$ cat src/sv/kdst_pkg.sv
// Shared types and constants of the keyed duration statistics table.
package kdst_pkg;

  localparam int KeyW     = 64;
  localparam int DurW     = 32;
  localparam int IdxOutW  = 4;
  localparam int StatW    = 3;
  localparam int UsedOutW = 5;

  typedef enum logic [0:0] {
    OP_RECORD = 1'b0,
    OP_READ   = 1'b1
  } op_e;

  typedef enum logic [StatW-1:0] {
    ST_UPDATED = 3'd0,
    ST_NEW     = 3'd1,
    ST_FULL    = 3'd2,
    ST_READ    = 3'd3,
    ST_UNUSED  = 3'd4
  } status_e;

  typedef enum logic [2:0] {
    S_IDLE,
    S_SEARCH,
    S_MUL,
    S_ADD,
    S_DIV,
    S_WRITE,
    S_READ,
    S_OUT
  } state_e;

  typedef struct packed {
    logic [KeyW-1:0] key;
    logic [DurW-1:0] last;
    logic [DurW-1:0] min;
    logic [DurW-1:0] max;
    logic [DurW-1:0] mean;
    logic [DurW-1:0] count;
  } entry_t;

endpackage

$ cat src/sv/kdst_div.sv
// Radix-2 restoring divider for a 64-bit dividend whose quotient fits in 32 bits.
module kdst_div import kdst_pkg::*; (
  input  logic            clk_i,
  input  logic            rst_ni,
  input  logic            start_i,
  input  logic [63:0]     dividend_i,
  input  logic [DurW:0]   divisor_i,
  output logic            done_o,
  output logic [DurW-1:0] quotient_o
);

  logic            busy_q, busy_d;
  logic            done_q, done_d;
  logic [4:0]      cnt_q, cnt_d;
  logic [DurW:0]   rem_q, rem_d;
  logic [DurW-1:0] low_q, low_d;
  logic [DurW:0]   div_q, div_d;
  logic [DurW+1:0] trial;
  logic [DurW+2:0] diff;
  logic            ge;

  always_comb begin
    trial  = {rem_q, low_q[DurW-1]};
    diff   = {1'b0, trial} - {2'b00, div_q};
    ge     = ~diff[DurW+2];
    busy_d = busy_q;
    done_d = 1'b0;
    cnt_d  = cnt_q;
    rem_d  = rem_q;
    low_d  = low_q;
    div_d  = div_q;
    if (start_i) begin
      busy_d = 1'b1;
      cnt_d  = '0;
      rem_d  = {1'b0, dividend_i[63:32]};
      low_d  = dividend_i[31:0];
      div_d  = divisor_i;
    end else if (busy_q) begin
      rem_d = ge ? diff[DurW:0] : trial[DurW:0];
      low_d = {low_q[DurW-2:0], ge};
      cnt_d = cnt_q + 5'd1;
      if (cnt_q == 5'd31) begin
        busy_d = 1'b0;
        done_d = 1'b1;
      end
    end
  end

  always_ff @(posedge clk_i or negedge rst_ni) begin
    if (!rst_ni) begin
      busy_q <= 1'b0;
      done_q <= 1'b0;
      cnt_q  <= '0;
    end else begin
      busy_q <= busy_d;
      done_q <= done_d;
      cnt_q  <= cnt_d;
    end
  end

  always_ff @(posedge clk_i) begin
    rem_q <= rem_d;
    low_q <= low_d;
    div_q <= div_d;
  end

  assign done_o     = done_q;
  assign quotient_o = low_q;

endmodule

$ cat config.mk
export PLATFORM = sky130hd
export DESIGN_NAME = kdst_div
export DESIGN_NICKNAME = d
export VERILOG_FILES = /design/src/sv/kdst_pkg.sv /design/src/sv/kdst_div.sv
export SDC_FILE = /design/constraint.sdc
export NUM_CORES = 1
export LEC_CHECK = 0
export ABC_AREA = 1
export BUFFER_PORTS_ARGS = -buffer_cell sky130_fd_sc_hd__buf_2
export CAP_MARGIN = 5
export CORE_ASPECT_RATIO = 2
export CORE_MARGIN = 3
export CORE_UTILIZATION = 45
export CTS_CLUSTER_DIAMETER = 60
export DETAILED_ROUTE_END_ITERATION = 8
export PLACE_DENSITY = 0.78
export SLEW_MARGIN = 20
export SYNTH_ARGS = -nofsm -noshare
export SYNTH_HDL_FRONTEND = slang
export SYNTH_SLANG_ARGS = --single-unit
$ cat constraint.sdc
create_clock -name clk_i -period 3.1 [get_ports clk_i]
set_clock_uncertainty 0.15 [all_clocks]
set_input_delay 0.62 -clock clk_i [delete_from_list [all_inputs] [get_ports clk_i]]
set_output_delay 0.62 -clock clk_i [all_outputs]
set_load 0.05 [all_outputs]
## Word level (Yosys, flattened, before mapping)

Cells that the tools add are included.

| storage, ports and cells | value |
|---|---|
| word-level logic and storage cells | 25 |
| register bits after elaboration | 105 |
| input bits | 100 |
| output and inout port bits | 33 |

| operators by class | value |
|---|---|
| mux-type cells | 13 |
| equal/unequal tests | 1 |
| reduce and logical (&&, ||, !) cells | 1 |
| $add $sub $neg | 2 |
| bitwise gates (word level) | 1 |

Operators with widths:

| operator | number |
|---|---|
| 32-bit 2-to-1 mux | 4 |
| 34-bit by 33-bit subtractor with 35-bit output | 1 |
| 33-bit 2-to-1 mux | 1 |
| 5-bit 2-to-1 mux | 2 |
| 1-bit 2-to-1 mux | 6 |
| 5-bit by 1-bit adder with 5-bit output, second input constant | 1 |
| 5-bit == test, second input constant | 1 |
| 2-bit nonzero test | 1 |
| 1-bit inverter | 1 |

## Depth between registers and ports, before layout

Gate-level depths: netlist of run 1.

| depth | value |
|---|---|
| depth in word-level cells | 4 |
| gate-level depth with buffers | 17 |
| depth with buffers taken out | 16 |

## Worst setup path before layout of run 1

Ideal clock, no wire load.

| path | value |
|---|---|
| path kind | input port to flip-flop |
| from | input port start_i |
| to | register low_q[0] (netlist: quotient_o[0]), enable pin |
| required time | 2.531 ns |
| buffers on the path | 1 |
| arrival | 2.188 ns |
| setup slack | 0.344 ns |
| cell stages on the path | 3 |
| setup time | 0.419 ns |
| cells stage by stage | clkbuf_1 > nor2_1 > inv_1 |

| on the way | value |
|---|---|
| longest elaborated chain between the ends | 1 |

Ends and longest elaborated chain:

| element | RTL line | RTL |
|---|---|---|
| from (decl) | kdst_div.sv:5 | `input logic start_i,` |
| 2-bit nonzero test (no source line) | - |  |
| to (signal assigned) | kdst_div.sv:63 | `low_q <= low_d;` |
| to (decl) | kdst_div.sv:16 | `logic [DurW-1:0] low_q, low_d;` |

Every way passes these cells.
A chain may end at the register's enable or synchronous reset.

## Worst setup path in the final report of run 1

| path | value |
|---|---|
| from | register low_q[31] (netlist: quotient_o[31]) |
| to | register rem_q[26] (data pin) |

| on the way | value |
|---|---|
| longest elaborated chain between the ends | 4 |

Ends and longest elaborated chain:

| element | RTL line | RTL |
|---|---|---|
| 34-bit by 33-bit subtractor with 35-bit output | kdst_div.sv:24 | `diff = {1'b0, trial} - {2'b00, div_q};` |
| 33-bit 2-to-1 mux | kdst_div.sv:39 | `rem_d = ge ? diff[DurW:0] : trial[DurW:0];` |
| 32-bit 2-to-1 mux | kdst_div.sv:38 | `end else if (busy_q) begin` |
| 32-bit 2-to-1 mux | kdst_div.sv:32 | `if (start_i) begin` |
| net rem_d[26] | kdst_div.sv:15 | `logic [DurW:0] rem_q, rem_d;` |
| to (signal assigned) | kdst_div.sv:62 | `rem_q <= rem_d;` |
| to (decl) | kdst_div.sv:15 |  |

The timed path passes the listed nets, and every way through them passes these cells. The select of a mux whose other input is x is not followed.

==> results of run 1 <==
## per-stage QoR
stage | utilization | setup slack (ps) | area (sq um) | power, mW | hold WS (ps)
6_report | 0.5394 | 301.1 | 8554 | 7.472 | 278.8
3_5_place_dp | 0.5201 | 336.6 | 8248 | 6.288 | 309.2
5_1_grt | 0.5394 | 71.81 | 8554 | 8.050 | 265.9
2_1_floorplan | - | 343.8 | 7337 | 5.206 | 174.4
4_1_cts | 0.5394 | 299.3 | 8554 | 7.480 | 267.0
3_3_place_gp | 0.5201 | 348.6 | 8248 | 6.248 | 310.5
## cell usage after synthesis, types with 2 or more instances
| cell | number |
|---|---|
| sky130_fd_sc_hd__nor2_2 | 2 |
| sky130_fd_sc_hd__nor2_4 | 2 |
| sky130_fd_sc_hd__and2_1 | 2 |
| sky130_fd_sc_hd__buf_1 | 2 |
| sky130_fd_sc_hd__nor3_1 | 9 |
| sky130_fd_sc_hd__ha_1 | 35 |
| sky130_fd_sc_hd__nand3_2 | 10 |
| sky130_fd_sc_hd__nor2_1 | 53 |
| sky130_fd_sc_hd__nand4_1 | 9 |
| sky130_fd_sc_hd__a21oi_2 | 3 |
| sky130_fd_sc_hd__or2_2 | 2 |
| sky130_fd_sc_hd__a21oi_1 | 16 |
| sky130_fd_sc_hd__nand2_1 | 430 |
| sky130_fd_sc_hd__o21ai_0 | 3 |
| sky130_fd_sc_hd__clkbuf_1 | 9 |
| sky130_fd_sc_hd__buf_6 | 4 |
| sky130_fd_sc_hd__nand3_1 | 62 |
| sky130_fd_sc_hd__inv_1 | 167 |
| sky130_fd_sc_hd__edfxtp_1 | 97 |
| sky130_fd_sc_hd__buf_4 | 4 |
| sky130_fd_sc_hd__nand2_2 | 5 |
| sky130_fd_sc_hd__dfrtp_1 | 7 |
| sky130_fd_sc_hd__xnor2_1 | 14 |
| sky130_fd_sc_hd__buf_2 | 4 |
| sky130_fd_sc_hd__nand3b_1 | 26 |
| sky130_fd_sc_hd__o21bai_1 | 5 |
## worst max-delay path: cells and delay by family (launching register included)
family / cells / cell delay [ps]
flip-flops: 1 / 370
buffers and inverters: 2 / 190
AND/OR/NAND/NOR: 9 / 1150
adder cells (fa/ha/maj): 2 / 680
## path summary, 6_finish.rpt
check                                         end  slack, ps  depth (start not counted)
setup / recovery              rem_q[26]$_DFFE_PP_        300                         13
hold / removal                 div_q[6]$_DFFE_PP_        280                          1
setup reg to reg              rem_q[26]$_DFFE_PP_        300                         13
hold reg to reg            rem_q[32]$_SDFFE_PP0P_        350                          2
max in group asynchronous    cnt_q[4]$_DFFE_PN0P_       2180                          2
min in group asynchronous        done_o$_DFF_PN0_        470                          2
## report_power, final
part           leakage [nW]  total (mW)  switching, mW  internal (mW)
combinational          3.37        4.21           2.74           1.47
sequential             1.12        2.09          0.167           1.92
clock                 0.134        1.18          0.545          0.630
total                  4.63        7.47           3.46           4.02
## timing repair
| action | in CTS | in global routing |
|---|---|---|
| hold buffers | 1 | 0 |
| resized for setup | 0 | 0 |
| endpoints found under the hold margin | 7 | 0 |
## cells by family after synthesis
kind of cell / count (synthesis)
flops: 105
fa+ha+maj: 36
simple gates: 617
compound gates: 30
buf+inv: 192
xor+xnor: 15
## final cells by class
| type | instances | area (sq um) |
|---|---|---|
| fill | 1597 | 7305 |
| multi-input combinational | 698 | 3447 |
| sequential | 105 | 3108 |
| timing repair buffer | 146 | 820.8 |
| inverter | 168 | 630.6 |
| tap | 201 | 251.5 |
| clock buffer | 10 | 229.0 |
| clock inverter | 6 | 67.56 |
## sequential cells by signal (all words and copies together) (netlist names)
register	cells
div_q	33
done_o	1
rem_q	33
busy_q	1
cnt_q	5
quotient_o	32
## per-layer routing
layer / global-route usage / vias up / wire [um]
met3: 0.03348 / 66 / 855
met2: 0.4373 / 217 / 11170
met5: 0 / - / 0
li1: - / 3386 / -
met1: 0.2281 / 3011 / 6983
met4: 0.1643 / 0 / 1523
==> PnR_summary.wiki, run 1 <==
{| class="wikitable"
! Metric !! Value
|-
| Status || completed
|-
| Final Hold Vio Count || 0
|-
| Routability congestion estimate from global placement || 0.9994
|-
| Clock Tree Root || sky130_fd_sc_hd__clkbuf_16
|-
| Cell Area, Synth || 7337 sq um
|-
| Leak pwr || 4.626 nW
|-
| Total Negative Setup Slacks || 0 ps
|-
| DR WL/cell || 15.39 um
|-
| Post-synth EDFFs || 97
|-
| Share of Yosys cell area claimed by the top area cell type || 0.3970
|-
| Synth Area in Compound Gates || 0.02439
|-
| Iteration-0 DRC Markers || 264
|-
| Final wirelength || 20530 um
|-
| Period minus WS final || 2799 ps
|-
| Path type of the worst min-delay path || input port to flip-flop
|-
| Total track usage || 0.2370
|-
| Clock tree from TritonCTS || done
|-
| Top-level I/O count || 133
|-
| Non-Filler Instances || 1334
|-
| Most used flip-flop cell after synthesis || sky130_fd_sc_hd__edfxtp_1
|-
| Die boundary height || 186.6 um
|-
| Cell chain of the critical path || inv_1, ha_1, fa_1, inv_1, nand3_1, nand3_2, nand2_2, nand2_2, nand2_4, nand2_8, nand3_2, nand2_1, nand2_1
|-
| Number of detailed-routing iterations run before antenna repair || 5
|-
| Count of unique library cells instantiated by Yosys || 39
|-
| Mapped Cells || 995
|-
| Wire length of the first global-routing pass || 32440 um
|-
| Via count || 6680
|-
| Final global-route overflow total || 0
|-
| Proportion of synthesized chip area in sequential cells || 0.4236
|-
| Data required time at the worst endpoint || 3070 ps
|-
| Synth area leader || sky130_fd_sc_hd__edfxtp_1
|-
| Setup Viol. Count Final || 0
|-
| Buffer depth of the longest clock path || 2
|-
| Total die area || 17970 sq um
|-
| Share of the clock period used by the worst path after layout || 0.9029
|-
| Clock-pin slew reported for the worst setup and hold paths after clock tree synthesis || 80 ps
|-
| Worst slew pin tran || 636.9 ps
|-
| Post-synthesis adder-cell area fraction || 0.06241
|-
| Critical Path End Type || flip-flop
|-
| Category of the most critical setup path || flip-flop to flip-flop
|-
| Count of warnings emitted by yosys || 0
|-
| Antenna violations before repair || 0
|-
| Total clock buffers created by CTS || 9
|-
| Insertion delay to the later sink of the worst-skew pair || 360 ps
|-
| Die W || 96.29 um
|-
| Post-Synthesis Net Count || 1131
|-
| Leading cell type in the layout, fill and taps excluded || sky130_fd_sc_hd__nand2_1
|-
| Largest net degree at the start of global routing || 53
|-
| Via count of the first global-routing pass || 6807
|-
| Slowest-stage cell, CP || sky130_fd_sc_hd__fa_1
|-
| Proportion of synthesized area in mux cells || 0
|-
| Maximum resistive drop on vdd || 518.4 uV
|-
| Critical Path Source Type || flip-flop
|-
| Count of pins over their slew limit || 0
|-
| Total power per unit cell area || 873.5 nW/um^2
|-
| Placeable core region || 15860 sq um
|-
| Number of levels in the clock H-tree || 3
|-
| Leading cell types by total area after synthesis || sky130_fd_sc_hd__edfxtp_1, sky130_fd_sc_hd__nand2_1, sky130_fd_sc_hd__inv_1
|-
| Antenna diodes || 0
|-
| Number of cells in the design after placement || 1317
|-
| Beginning of the critical path || quotient_o[31]$_DFFE_PP_
|-
| #FFs+latches synth || 105
|-
| Achievable frequency || 357.3 MHz
|-
| Vias per inst || 5.007
|-
| Number of port buffers || 132
|-
| Average cell area after synthesis || 7.374 sq um
|-
| Area added between synthesis and finish || 16.59%
|-
| Slowest Stage Delay on Critical Path || 460 ps
|-
| Row cnt || 65
|-
| DRC errors left || 0
|-
| Simple logic cell fraction of the synthesized area || 0.3651
|-
| Post-CTS setup-driven buffer insertion count || 0
|-
| Tightest slew margin relative to the limit || 0.5748
|-
| Share of cells above drive strength 1 || 0.1677
|-
| Hold path start || divisor_i[6]
|-
| Detail Route Antenna Nets || 0
|-
| Max Fanout on Critical Path || 34
|-
| Synth Area in XOR/XNOR || 0.01791
|-
| Worst Path Arrival || 2760 ps
|-
| Clk sink count || 105
|-
| Proportion of register bits with asynchronous set or reset after synthesis || 0.06667
|-
| Starting density of the core || 0.4626
|-
| Main combinational cell family by area after synthesis || simple AND/OR/NAND/NOR gates
|-
| Max-cap violation count || 0
|-
| # nets final || 1264
|-
| Commonest non-fill, non-tap cells in the layout || sky130_fd_sc_hd__nand2_1, sky130_fd_sc_hd__inv_1, sky130_fd_sc_hd__buf_2, sky130_fd_sc_hd__edfxtp_1, sky130_fd_sc_hd__nand3_1
|-
| Hpwl dp || 16370 um
|-
| RSZ-0062 raised after global routing || no
|-
| Reg-to-reg critical path startpoint || quotient_o[31]$_DFFE_PP_
|}
Power figures use the tool's default switching activity.
==> run 2, diff against run 1 <==
--- a/config.mk
+++ b/config.mk
@@ -8,12 +8,14 @@
 export ABC_AREA = 1
 export BUFFER_PORTS_ARGS = -buffer_cell sky130_fd_sc_hd__buf_2
 export CAP_MARGIN = 5
+export CELL_PAD_IN_SITES_DETAIL_PLACEMENT = 1
+export CELL_PAD_IN_SITES_GLOBAL_PLACEMENT = 1
 export CORE_ASPECT_RATIO = 2
 export CORE_MARGIN = 3
-export CORE_UTILIZATION = 45
+export CORE_UTILIZATION = 41
 export CTS_CLUSTER_DIAMETER = 60
 export DETAILED_ROUTE_END_ITERATION = 8
-export PLACE_DENSITY = 0.78
+export PLACE_DENSITY = 0.92
 export SLEW_MARGIN = 20
 export SYNTH_ARGS = -nofsm -noshare
 export SYNTH_HDL_FRONTEND = slang
==> run 2 against run 1 <==
Global-route usage grew 1.7 points. Setup slack got worse by 19 ps. Highest routed layer unchanged. Wire length grew 17%. Sequential power hardly changed. Largest cell class unchanged. Non-clock buffer count fell by 1. Combinational power up 1%. Clock power hardly changed. Utilization decreased by 5.1 points. Final area shrank 0.45%. Sequential cell count stayed put. Critical endpoint is now rem_q[28]$_DFFE_PP_.
==> PnR_summary.wiki, run 2 (synthesized netlist as in run 1, its figures left out) <==
{| class="wikitable"
! Metric !! Value
|-
| Number of port buffers || 132 (unchanged)
|-
| Routability congestion estimate from global placement || 1.003 (was 0.9994)
|-
| Commonest non-fill, non-tap cells in the layout || sky130_fd_sc_hd__nand2_1, sky130_fd_sc_hd__inv_1, sky130_fd_sc_hd__buf_2, sky130_fd_sc_hd__edfxtp_1, sky130_fd_sc_hd__nand3_1 (unchanged)
|-
| Setup Viol. Count Final || 0 (unchanged)
|-
| Clock Tree Root || sky130_fd_sc_hd__clkbuf_16 (unchanged)
|-
| Total clock buffers created by CTS || 9 (unchanged)
|-
| Total power per unit cell area || 891.8 nW/um^2 (was 873.5 nW/um^2)
|-
| Final Hold Vio Count || 0 (unchanged)
|-
| Max-cap violation count || 0 (unchanged)
|-
| Period minus WS final || 2818 ps (was 2799 ps)
|-
| Detail Route Antenna Nets || 0 (unchanged)
|-
| Status || completed (unchanged)
|-
| Iteration-0 DRC Markers || 274 (was 264)
|-
| Share of cells above drive strength 1 || 0.1680 (was 0.1677)
|-
| Tightest slew margin relative to the limit || 0.5794 (was 0.5748)
|-
| Worst slew pin tran || 630.9 ps (was 636.9 ps)
|-
| Die W || 100.6 um (was 96.29 um)
|-
| Worst reg2reg endpoint || rem_q[28]$_DFFE_PP_ (was rem_q[26]$_DFFE_PP_)
|-
| Most Frequent Cell on Critical Path || sky130_fd_sc_hd__nand2_1
|-
| Largest net degree at the start of global routing || 59 (was 53)
|-
| Maximum resistive drop on vdd || 494.4 uV (was 518.4 uV)
|-
| Endpoint of the most critical setup path || rem_q[28]$_DFFE_PP_ (was rem_q[26]$_DFFE_PP_)
|-
| Total die area || 19630 sq um (was 17970 sq um)
|-
| Reg-to-reg critical path startpoint || rem_q[25]$_DFFE_PP_ (was quotient_o[31]$_DFFE_PP_)
|-
| Buffer depth of the longest clock path || 2 (unchanged)
|-
| Count of pins over their slew limit || 0 (unchanged)
|-
| Total track usage || 0.2539 (was 0.2370)
|-
| Post-CTS setup-driven buffer insertion count || 0 (unchanged)
|-
| Area added between synthesis and finish || 16.06% (was 16.59%)
|-
| Clk sink count || 105 (unchanged)
|-
| # nets final || 1263 (was 1264)
|-
| Hpwl dp || 19350 um (was 16370 um)
|-
| Final WS setup || 282.5 ps (was 301.1 ps)
|-
| Worst setup slack after placement || 336.9 ps (was 336.6 ps)
|-
| DRC errors left || 0 (unchanged)
|-
| Worst-case register-to-register setup slack || 280 ps (was 300 ps)
|-
| Critical Path End Type || flip-flop (unchanged)
|-
| DR WL/cell || 17.94 um (was 15.39 um)
|-
| Wire length of the first global-routing pass || 38600 um (was 32440 um)
|-
| Worst Path Arrival || 2780 ps (was 2760 ps)
|-
| Total Negative Setup Slacks || 0 ps (unchanged)
|-
| Critical Path Source Type || flip-flop (unchanged)
|-
| Cell chain of the critical path || ha_1, nand2_1, nor2_1, inv_1, nor3_2, and2_1, nand2_1, nand3_1, nand3_2, nand2_1, nand2_1 (was inv_1, ha_1, fa_1, inv_1, nand3_1, nand3_2, nand2_2, nand2_2, nand2_4, nand2_8, nand3_2, nand2_1, nand2_1)
|-
| Leading cell type in the layout, fill and taps excluded || sky130_fd_sc_hd__nand2_1 (unchanged)
|-
| Number of levels in the clock H-tree || 3 (unchanged)
|-
| Category of the most critical setup path || flip-flop to flip-flop (unchanged)
|-
| Sequential cell area || 3108 sq um (unchanged)
|-
| Path type of the worst min-delay path || input port to flip-flop (unchanged)
|-
| Slowest-stage cell, CP || sky130_fd_sc_hd__ha_1 (was sky130_fd_sc_hd__fa_1)
|-
| Leak pwr || 4.612 nW (was 4.626 nW)
|-
| Starting density of the core || 0.4207 (was 0.4626)
|-
| Multi-input gate area in the final layout || 3452 sq um (was 3447 sq um)
|-
| Slowest Stage Delay on Critical Path || 420 ps (was 460 ps)
|-
| Top-level I/O count || 133 (unchanged)
|-
| Via count || 6916 (was 6680)
|-
| Final global-route overflow total || 0 (unchanged)
|-
| Data required time at the worst endpoint || 3060 ps (was 3070 ps)
|-
| Final wirelength || 24060 um (was 20530 um)
|-
| Antenna violations before repair || 0 (unchanged)
|-
| Share of the clock period used by the worst path after layout || 0.9089 (was 0.9029)
|-
| Via count of the first global-routing pass || 7719 (was 6807)
|-
| Achievable frequency || 354.9 MHz (was 357.3 MHz)
|-
| RSZ-0062 raised after global routing || no (unchanged)
|-
| Number of detailed-routing iterations run before antenna repair || 7 (was 5)
|-
| Vias per inst || 5.157 (was 5.007)
|-
| Die boundary height || 195.2 um (was 186.6 um)
|-
| Placeable core region || 17440 sq um (was 15860 sq um)
|-
| Beginning of the critical path || rem_q[25]$_DFFE_PP_ (was quotient_o[31]$_DFFE_PP_)
|-
| Row cnt || 68 (was 65)
|-
| Clock-pin slew reported for the worst setup and hold paths after clock tree synthesis || 80 ps (about the same)
|-
| Filler Cells Inserted || 2244 (was 1597)
|-
| Insertion delay to the later sink of the worst-skew pair || 360 ps (about the same)
|-
| Clock tree from TritonCTS || done (unchanged)
|-
| Worst r2r path cells || 11 (was 13)
|-
| Antenna diodes || 0 (unchanged)
|-
| Max Fanout on Critical Path || 6 (was 34)
|}
[run 2: cell type report]
cell class,count,area share
clock buffer,9,0.02645
clock inverter,6,0.008669
inverter,168,0.07405
multi-input combinational,698,0.4054
sequential,105,0.3650
tap,210,0.03086
timing repair buffer,145,0.08963
[run 2: worst min path at each step]
stage	slack [ps]	end	cells after the start	startpoint
final	280	div_q[0]$_DFFE_PP_	1	divisor_i[0]
after global routing	270	div_q[17]$_DFFE_PP_	1	divisor_i[17]
after CTS	270	div_q[0]$_DFFE_PP_	1	divisor_i[0]
after detailed placement	320	cnt_q[3]$_DFFE_PN0P_	1	rst_ni
after global placement	310	cnt_q[3]$_DFFE_PN0P_	1	rst_ni
after floorplan	170	busy_q$_DFF_PN0_	0	rst_ni
[run 2: critical path, delay by kind of cell (launching register included)]
family,cells,cell delay [ps]
AND/OR/NAND/NOR,9,1380
buffers and inverters,1,190
adder cells (fa/ha/maj),1,420
flip-flops,1,410
[run 2: routing by layer]
| layer | part of all wire | vias up | track usage |
|---|---|---|---|
| met5 | 0 | - | 0 |
| met3 | 0.035 | 69 | 0.03396 |
| met2 | 0.57 | 177 | 0.4979 |
| li1 | - | 3366 | - |
| met1 | 0.34 | 3304 | 0.2416 |
| met4 | 0.053 | 0 | 0.1369 |
[run 2: what timing repair did]
action / 4_1_cts / 5_1_grt
endpoints found under the setup margin: 0 / 1
gates resized for setup: 0 / 1
hold buffers: 1 / 0
endpoints found under the hold margin: 7 / 0
[run 2: report_power, final]
group          leakage [nW]  internal [mW]  switching [mW]
clock                 0.147          0.637           0.576
combinational          3.35           1.44            2.83
sequential             1.12           1.92           0.188
total                  4.61           4.00            3.60
[run 2: metrics by stage]
step / std cells / util / area [sq um] / power (mW) / hold slack [ps]
after floorplan: 995 / - / 7337 / 5.206 / 174.4
after global placement: 1325 / 0.4702 / 8202 / 6.176 / 309.0
after detailed placement: 1325 / 0.4702 / 8202 / 6.354 / 316.8
after CTS: 1341 / 0.4879 / 8511 / 7.615 / 274.3
after global routing: 1341 / 0.4882 / 8516 / 8.186 / 273.8
final: 1341 / 0.4882 / 8516 / 7.594 / 280.9
